## src/rtl/ssc_pkg.sv

```systemverilog
`timescale 1ns / 1ps
package ssc_pkg;
  localparam int unsigned ElemWidth   = 16;
  localparam int unsigned SumWidth    = 21;
  localparam int unsigned CountWidth  = 17;
  localparam int unsigned DataWidth   = 32;
  localparam int unsigned AddrWidth   = 1;
  localparam logic [AddrWidth-1:0] RegTargetSum = 1'b0;

  typedef enum logic [1:0] {
    ST_LOAD,
    ST_SCAN,
    ST_DRAIN,
    ST_OUT
  } state_e;
endpackage

```

## src/rtl/ssc_if.sv

```systemverilog
`timescale 1ns / 1ps
interface ssc_in_if import ssc_pkg::*; ();
  logic                        valid;
  logic                        ready;
  logic signed [ElemWidth-1:0] element_value;
  logic                        last_element;
  modport source (output valid, element_value, last_element, input ready);
  modport sink (input valid, element_value, last_element, output ready);
endinterface

interface ssc_out_if import ssc_pkg::*; ();
  logic                  valid;
  logic                  ready;
  logic [CountWidth-1:0] subset_count;
  logic                  found;
  modport source (output valid, subset_count, found, input ready);
  modport sink (input valid, subset_count, found, output ready);
endinterface

```

## src/rtl/subset_sum_count.sv

```systemverilog
`timescale 1ns / 1ps
// Subset-sum counter. Elements stream in one per transfer and are held in a
// row of MAX_ELEMENTS cells. The transfer with last_element set starts a
// scan over every subset mask of the loaded set, one mask per cycle; each
// mask travels down the cell row, which forms its sum as a pipeline, and
// the sum leaving the row is compared with target_sum. The input is not
// ready again until the result has been taken from the output port.
// Counting every subset directly gives the same count as pairing the two
// halves' sums. The count saturates at 2^17-1. Elements beyond
// MAX_ELEMENTS are dropped; their last flag still closes the set.
// target_sum sits at byte address 0 of the APB port, reset 0.
module subset_sum_count import ssc_pkg::*; #(
  parameter int unsigned MAX_ELEMENTS = 16
) (
  input  logic                 clk_i,
  input  logic                 rst_ni,
  input  logic                 psel,
  input  logic                 penable,
  input  logic                 pwrite,
  input  logic [AddrWidth-1:0] paddr,
  input  logic [DataWidth-1:0] pwdata,
  output logic [DataWidth-1:0] prdata,
  output logic                 pready,
  ssc_in_if.sink               in_if,
  ssc_out_if.source            out_if
);
  localparam int unsigned CntW  = $clog2(MAX_ELEMENTS + 1);
  localparam int unsigned MaskW = MAX_ELEMENTS + 1;

  logic signed [SumWidth-1:0] target_q;
  logic [CntW-1:0]            total_q, total_d;
  logic [MaskW-1:0]           mask_q, mask_d;
  logic [MaskW-1:0]           limit;
  logic                       mvalid;
  logic [MAX_ELEMENTS:0]      vld_q;
  logic [MAX_ELEMENTS-1:0]    mask_pipe_q [MAX_ELEMENTS];
  logic signed [SumWidth-1:0] sums [MAX_ELEMENTS+1];
  logic [CountWidth-1:0]      count_q, count_d;
  state_e                     state_q, state_d;
  logic                       in_xfer, last_xfer;

  assign pready = 1'b1;
  assign prdata = DataWidth'($unsigned(target_q));

  always_ff @(posedge clk_i or negedge rst_ni) begin
    if (!rst_ni) begin
      target_q <= '0;
    end else if (psel && penable && pwrite && paddr == RegTargetSum) begin
      target_q <= pwdata[SumWidth-1:0];
    end
  end

  assign in_if.ready = (state_q == ST_LOAD);
  assign in_xfer     = in_if.valid && in_if.ready;
  assign last_xfer   = in_xfer && in_if.last_element;
  assign limit       = MaskW'(1) << total_d;
  assign mvalid      = (state_q == ST_SCAN);

  always_comb begin
    state_d = state_q;
    case (state_q)
      ST_LOAD:  if (last_xfer) state_d = ST_SCAN;
      ST_SCAN:  if (mask_q + MaskW'(1) == limit) state_d = ST_DRAIN;
      ST_DRAIN: if (vld_q == '0 && !mvalid) state_d = ST_OUT;
      ST_OUT:   if (out_if.ready) state_d = ST_LOAD;
      default:  state_d = ST_LOAD;
    endcase
  end

  always_comb begin
    total_d = total_q;
    mask_d  = mask_q;
    case (state_q)
      ST_LOAD: begin
        mask_d = '0;
        if (in_xfer && total_q < CntW'(MAX_ELEMENTS)) begin
          total_d = total_q + CntW'(1);
        end
      end
      ST_SCAN:  mask_d = mask_q + MaskW'(1);
      ST_OUT:   if (out_if.ready) total_d = '0;
      default:  mask_d = mask_q;
    endcase
  end

  always_comb begin
    count_d = count_q;
    if (state_q == ST_LOAD && last_xfer) begin
      count_d = '0;
    end else if (vld_q[MAX_ELEMENTS] && sums[MAX_ELEMENTS] == target_q
                 && count_q != '1) begin
      count_d = count_q + CountWidth'(1);
    end
  end

  always_ff @(posedge clk_i or negedge rst_ni) begin
    if (!rst_ni) begin
      state_q <= ST_LOAD;
      total_q <= '0;
      mask_q  <= '0;
      count_q <= '0;
      vld_q   <= '0;
    end else begin
      state_q <= state_d;
      total_q <= total_d;
      mask_q  <= mask_d;
      count_q <= count_d;
      vld_q   <= {vld_q[MAX_ELEMENTS-1:0], mvalid};
    end
  end

  // Hold the mask alongside its partial sum as it walks down the row.
  always_ff @(posedge clk_i) begin
    mask_pipe_q[0] <= mask_q[MAX_ELEMENTS-1:0];
    for (int k = 1; k < MAX_ELEMENTS; k++) begin
      mask_pipe_q[k] <= mask_pipe_q[k-1];
    end
  end

  // The row input sum is zero; stage k holds the sum over cells below k.
  logic signed [SumWidth-1:0] sum0_q;
  always_ff @(posedge clk_i) begin
    sum0_q <= '0;
  end
  assign sums[0] = sum0_q;

  for (genvar g = 0; g < MAX_ELEMENTS; g++) begin : g_cell
    ssc_cell u_cell (
      .clk_i  (clk_i),
      .load_i (in_xfer && total_q == CntW'(g)),
      .elem_i (in_if.element_value),
      .use_i  (mask_pipe_q[g][g]),
      .sum_i  (sums[g]),
      .sum_o  (sums[g+1])
    );
  end

  assign out_if.valid        = (state_q == ST_OUT);
  assign out_if.subset_count = count_q;
  assign out_if.found        = (count_q != '0);
endmodule

```

## src/rtl/ssc_cell.sv

```systemverilog
`timescale 1ns / 1ps
// One element slot. During a scan, a partial sum ripples down the row; each
// cell adds its element when its bit of the subset mask is set.
module ssc_cell import ssc_pkg::*; (
  input  logic                        clk_i,
  input  logic                        load_i,
  input  logic signed [ElemWidth-1:0] elem_i,
  input  logic                        use_i,
  input  logic signed [SumWidth-1:0]  sum_i,
  output logic signed [SumWidth-1:0]  sum_o
);
  logic signed [ElemWidth-1:0] elem_q;
  logic signed [SumWidth-1:0]  sum_q, sum_d;

  always_comb begin
    sum_d = sum_i;
    if (use_i) begin
      sum_d = sum_i + SumWidth'(elem_q);
    end
  end

  always_ff @(posedge clk_i) begin
    if (load_i) begin
      elem_q <= elem_i;
    end
    sum_q <= sum_d;
  end

  assign sum_o = sum_q;
endmodule
```

## src/flat_wrapper.sv

```systemverilog
// flat-port wrapper written by rule: the top's interface ports become plain ports
module subset_sum_count_flat import ssc_pkg::*;
#(
  parameter int unsigned MAX_ELEMENTS = 16
)
  (clk_i, rst_ni, psel, penable, pwrite, paddr, pwdata, prdata, pready, in_if_valid, in_if_element_value, in_if_last_element, in_if_ready, out_if_valid, out_if_subset_count, out_if_found, out_if_ready);
  ssc_in_if in_if_i ();
  ssc_out_if out_if_i ();
  input  logic clk_i;
  input  logic rst_ni;
  input  logic psel;
  input  logic penable;
  input  logic pwrite;
  input  logic [AddrWidth-1:0] paddr;
  input  logic [DataWidth-1:0] pwdata;
  output logic [DataWidth-1:0] prdata;
  output logic pready;
  input wire logic [$bits(in_if_i.valid)-1:0] in_if_valid;
  input wire logic [$bits(in_if_i.element_value)-1:0] in_if_element_value;
  input wire logic [$bits(in_if_i.last_element)-1:0] in_if_last_element;
  output wire logic [$bits(in_if_i.ready)-1:0] in_if_ready;
  output wire logic [$bits(out_if_i.valid)-1:0] out_if_valid;
  output wire logic [$bits(out_if_i.subset_count)-1:0] out_if_subset_count;
  output wire logic [$bits(out_if_i.found)-1:0] out_if_found;
  input wire logic [$bits(out_if_i.ready)-1:0] out_if_ready;
  assign in_if_i.valid = in_if_valid;
  assign in_if_i.element_value = in_if_element_value;
  assign in_if_i.last_element = in_if_last_element;
  assign in_if_ready = in_if_i.ready;
  assign out_if_valid = out_if_i.valid;
  assign out_if_subset_count = out_if_i.subset_count;
  assign out_if_found = out_if_i.found;
  assign out_if_i.ready = out_if_ready;
  subset_sum_count #(.MAX_ELEMENTS(MAX_ELEMENTS)) u_core (.clk_i(clk_i), .rst_ni(rst_ni), .psel(psel), .penable(penable), .pwrite(pwrite), .paddr(paddr), .pwdata(pwdata), .prdata(prdata), .pready(pready), .in_if(in_if_i), .out_if(out_if_i));
endmodule
```

## config.mk

```make
export PLATFORM = sky130hd
export DESIGN_NAME = subset_sum_count_flat
export DESIGN_NICKNAME = d
export VERILOG_FILES = /design/src/rtl/ssc_pkg.sv /design/src/rtl/ssc_if.sv /design/src/rtl/subset_sum_count.sv /design/src/rtl/ssc_cell.sv /design/src/flat_wrapper.sv
export SDC_FILE = /design/constraint.sdc
export NUM_CORES = 2
export LEC_CHECK = 0
export ABC_AREA = 1
export BUFFER_PORTS_ARGS = -buffer_cell sky130_fd_sc_hd__buf_2
export CAP_MARGIN = 10
export CORE_UTILIZATION = 54
export DETAILED_ROUTE_END_ITERATION = 6
export PLACE_DENSITY = 0.82
export SLEW_MARGIN = 20
export SYNTH_ARGS = -nofsm -noshare
export SYNTH_HDL_FRONTEND = slang
export SYNTH_SLANG_ARGS = --single-unit
export TNS_END_PERCENT = 100
```

## constraint.sdc

```tcl
create_clock -name clk_i -period 2.6 [get_ports clk_i]
set_clock_uncertainty 0.1 [all_clocks]
set_input_delay 0.13 -clock clk_i [delete_from_list [all_inputs] [get_ports clk_i]]
set_output_delay 0.13 -clock clk_i [all_outputs]
set_load 0.01 [all_outputs]
```

==> summary.md <==
| Metric | Value |
|---|---|
| Peak supply drop | 1010 uV |
| Number of distinct standard cells referenced by the synthesized netlist | 51 |
| Global-route wire length before repair | 148 mm |
| Max-cap check violation count | 0 |
| Gp weighted congestion | 0.935 |
| Die extent in x | 267 um |
| Clock buffers created by TritonCTS | 81 |
| Kind of capture point of the worst setup path | flip-flop |
| Required arrival time at the worst endpoint | 3.01 ns |
| Max-slew violation total from the final report | 0 |
| Switching power total | 15800 uW |
| Count of vias placed by the detailed router | 30.9k |
| Layout cells sized above 1 | 14.2% |
| Post-synthesis sequential element count | 798 |
| Largest incremental delay on the critical path | 0.39 ns |
| Placement Setup Slack | -0.107 ns |
| Switching Fraction | 34.9% |
| Unrepaired setup endpoints after global routing | yes |
| Library cell appearing most often on the critical path | nand2_1 |
| Global-route usage over all layers | 25.9% |
| Maximum fanout encountered on the critical timing path | 8 |
| Highest clock rate | 372 MHz |
| Buffer cell driving the clock tree root | clkbuf_16 |
| Wirelength, routed | 95.4 mm |
| Path category of the worst min-delay check | in -> reg |
| Final-stage net count | 4918 |
| Number of clock sinks | 798 |
| Relative area change from synthesis to final layout | 18.2% |
| Worst Max-Slew Pin Slew | 0.941 ns |
| Filler-free cell count of the finished design | 5539 |
| Site row count | 96 |
| Count of pins on the block boundary | 110 |
| End-of-flow core utilization | 65.0% |
| Run status | complete, but fails checks |
| Combinational power share | 35.5% |
| Diodes inserted | 0 |
| Final Hold Fails | 0 |
| CTS tree | yes |
| Prevailing post-synth register cell | dfxtp_1 |
| Cell count after synthesis | 4159 |
| Count of nets left with antenna violations after detail routing | 0 |
| Reported leakage power | 0.0200 uW |
| Detailed-placement wirelength estimate | 65.5 mm |
| Initial Util | 55.0% |
| Part of the total power dissipated in sequential elements | 37.1% |
| WP buf/inv | 3 |
| Seq/Total Area, Yosys | 49.8% |
| Worst slew margin relative to its limit | 37.2% |
| Post-synthesis cell area | 0.0380 mm^2 |
| Latest clock arrival within the worst-skew pair | 0.63 ns |
| Worst Setup Path Type | reg -> reg |
| Final hold slack | 0.0295 ns |
| Mean area per synthesized cell | 9.15 um^2 |
| Fraction of the cycle the final worst path needs | 103% |
| Top Family by Delay on Critical Path | simple AND/OR/NAND/NOR gates |
| Pin count of the biggest net entering global routing | 41 |
| Leftover overflow at the end of global routing | 0 |
| Async SR Flop Fraction | 9.90% |
| Via density | 5.57 |
| Filler cell count | 5226 |
| Final period demand of the worst path | 2.69 ns |
| Number of buffer cells added on primary ports | 86 |
| Core outline area | 0.0692 mm^2 |
| 1st-pass router iterations | 6 |
| Clock slew at the register clock pins of the worst setup and hold paths | 0.06 ns |
| Power density normalized to cell area | 1000 mW/mm^2 |
| Count of yosys warnings during synthesis | 0 |
| Total placed cells including tap cells | 5308 |
| Count leader, synth | nand2_1 |
| Share of total power in the clock network | 27.5% |
| Top-area cell type share of the netlist area | 24.4% |
| Synth top area cells | dfxtp_1 (24%), edfxtp_1 (20%), ha_1 (10%), nand2_1 (8.9%), o21ai_0 (5.3%) |
| Initial antenna violation count | 2 |
| Slowest cell on the critical path | dfrtp_1 |
| CTS max path bufs | 3 |
| Final setup violation count | 2 |
| Commonest cells post-synth | nand2_1 (906), dfxtp_1 (463), o21ai_0 (400) |
| Min setup slack post-route | -0.0885 ns |
| Number of remaining DRC errors | 0 |
| Routed length per placed instance | 17.2 um |
| TNS Setup | -0.164 ns |
| Critical path arrival | 3.10 ns |
| Count of flip-flops with a built-in enable after synthesis | 256 |
| H-tree Lvls | 3 |
| Cells traversed along the worst timing path | ha_2, inv_2, nor2_2, ha_1, o21ai_2, a22oi_2, inv_2, a21oi_2, buf_6, nand2_1, nand2_1, nand2_1, nor2_1, nand2_1, nor2_1, nand3_1, nand2_2, nand2_2, nand2_1, nand2_1 |
| Vertical die dimension | 267 um |
| Vias in the first global route | 29.8k |
| Internal power | 29400 uW |
| CP Launch Type | flip-flop |
| Die area | 0.0715 mm^2 |
| DR iter-0 viols | 2389 |
| Violated checks | setup timing |
| Top cell type by total area after synthesis | dfxtp_1 |
## logic make-up after synthesis
family          Yosys count  share of synthesized area (%)
simple gates           1453                           16.1
mux                      18                          0.533
other cells               2                         0.0197
flops                   798                           49.8
buf+inv                 430                           4.40
compound gates          912                           13.1
fa+ha+maj               321                           10.9
xor+xnor                225                           5.18
## power groups by stage
stage | Sequential [uW] | Combinational [uW] | Clock (uW)
after floorplan | 16300 | 10600 | 0
after global placement | 16800 | 14200 | 0
after detailed placement | 16900 | 14700 | 0
after CTS | 16700 | 15100 | 12500
after global routing | 16900 | 17900 | 13100
final | 16700 | 16000 | 12400
## path summary, 6_finish.rpt
check | start | to | slack, ns | cells after the start
setup / recovery | u_core.total_q[0] | u_core.state_q[1] | -0.09 | 20
hold / removal | in_if_element_value[7] | u_core.g_cell[2].u_cell.elem_q[7] | 0.03 | 1
setup reg to reg | u_core.total_q[0] | u_core.state_q[1] | -0.09 | 20
hold reg to reg | u_core.mask_pipe_q[0][108] | u_core.mask_pipe_q[0][124] | 0.21 | 0
max in group asynchronous | rst_ni | u_core.state_q[1] | 1.63 | 4
min in group asynchronous | rst_ni | u_core.target_q[15] | 0.52 | 4
## through the flow
stage                     cell area (um^2)  total power (uW)
after floorplan                      38100             26900
after global placement               40800             31100
after detailed placement             40800             31600
after CTS                            44300             44300
after global routing                 45000             47800
final                                45000             45100
## area by class of cell
class                      instances  area [um^2]  area share (%)
sequential                       798        18900            42.1
multi-input combinational       2941        17900            39.9
timing repair buffer             368         2710            6.04
clock buffer                     104         2250            5.00
inverter                         350         1320            2.93
tap                              931         1160            2.59
clock inverter                    47          628            1.40
## sequential cells by signal (all words and copies together), names as in the netlist
register / flops
u_core.total_q: 5
u_core.g_cell.u_cell.elem_q: 256
u_core.mask_pipe_q: 136
u_core.g_cell.u_cell.sum_o: 327
u_core.state_q: 2
u_core.mask_q: 17
u_core.out_if.subset_count: 17
u_core.target_q: 21
u_core.vld_q: 17
## routing by layer
metal,up-vias,share of wire (%),track usage [%]
met2,1001,51,46.8
met4,0,3.5,9.51
met5,-,0,0
li1,15000,-,-
met1,14600,40,31.0
met3,255,5.5,3.76
## cell usage in the layout, fill, tap and decap left out, drive strengths merged, types with 16 or more instances in the layout
cell and instances:
dfxtp 463, nand2 914, ha 306, inv 360, xnor2 132, nand3 217
clkinv 22, dfrtp 79, o21bai 21, a31oi 56, nor3 47, buf 319
clkbuf 104, o31ai 16, xor2 93, nand4 38, nor2 178, or2 31
a21boi 27, dlygate4sd3 49, o21ai 403, a21oi 312, a21o 26, mux2 18
o211ai 27, edfxtp 256
## repair_timing
action	CTS	global route
pin swaps	5	75
buffers inserted	5	24
hold buffers	50	0
endpoints found under the hold margin	290	0
gates resized for setup	26	186
setup endpoints to repair	22	91
cloned	0	1
Power figures use the tool's default switching activity.
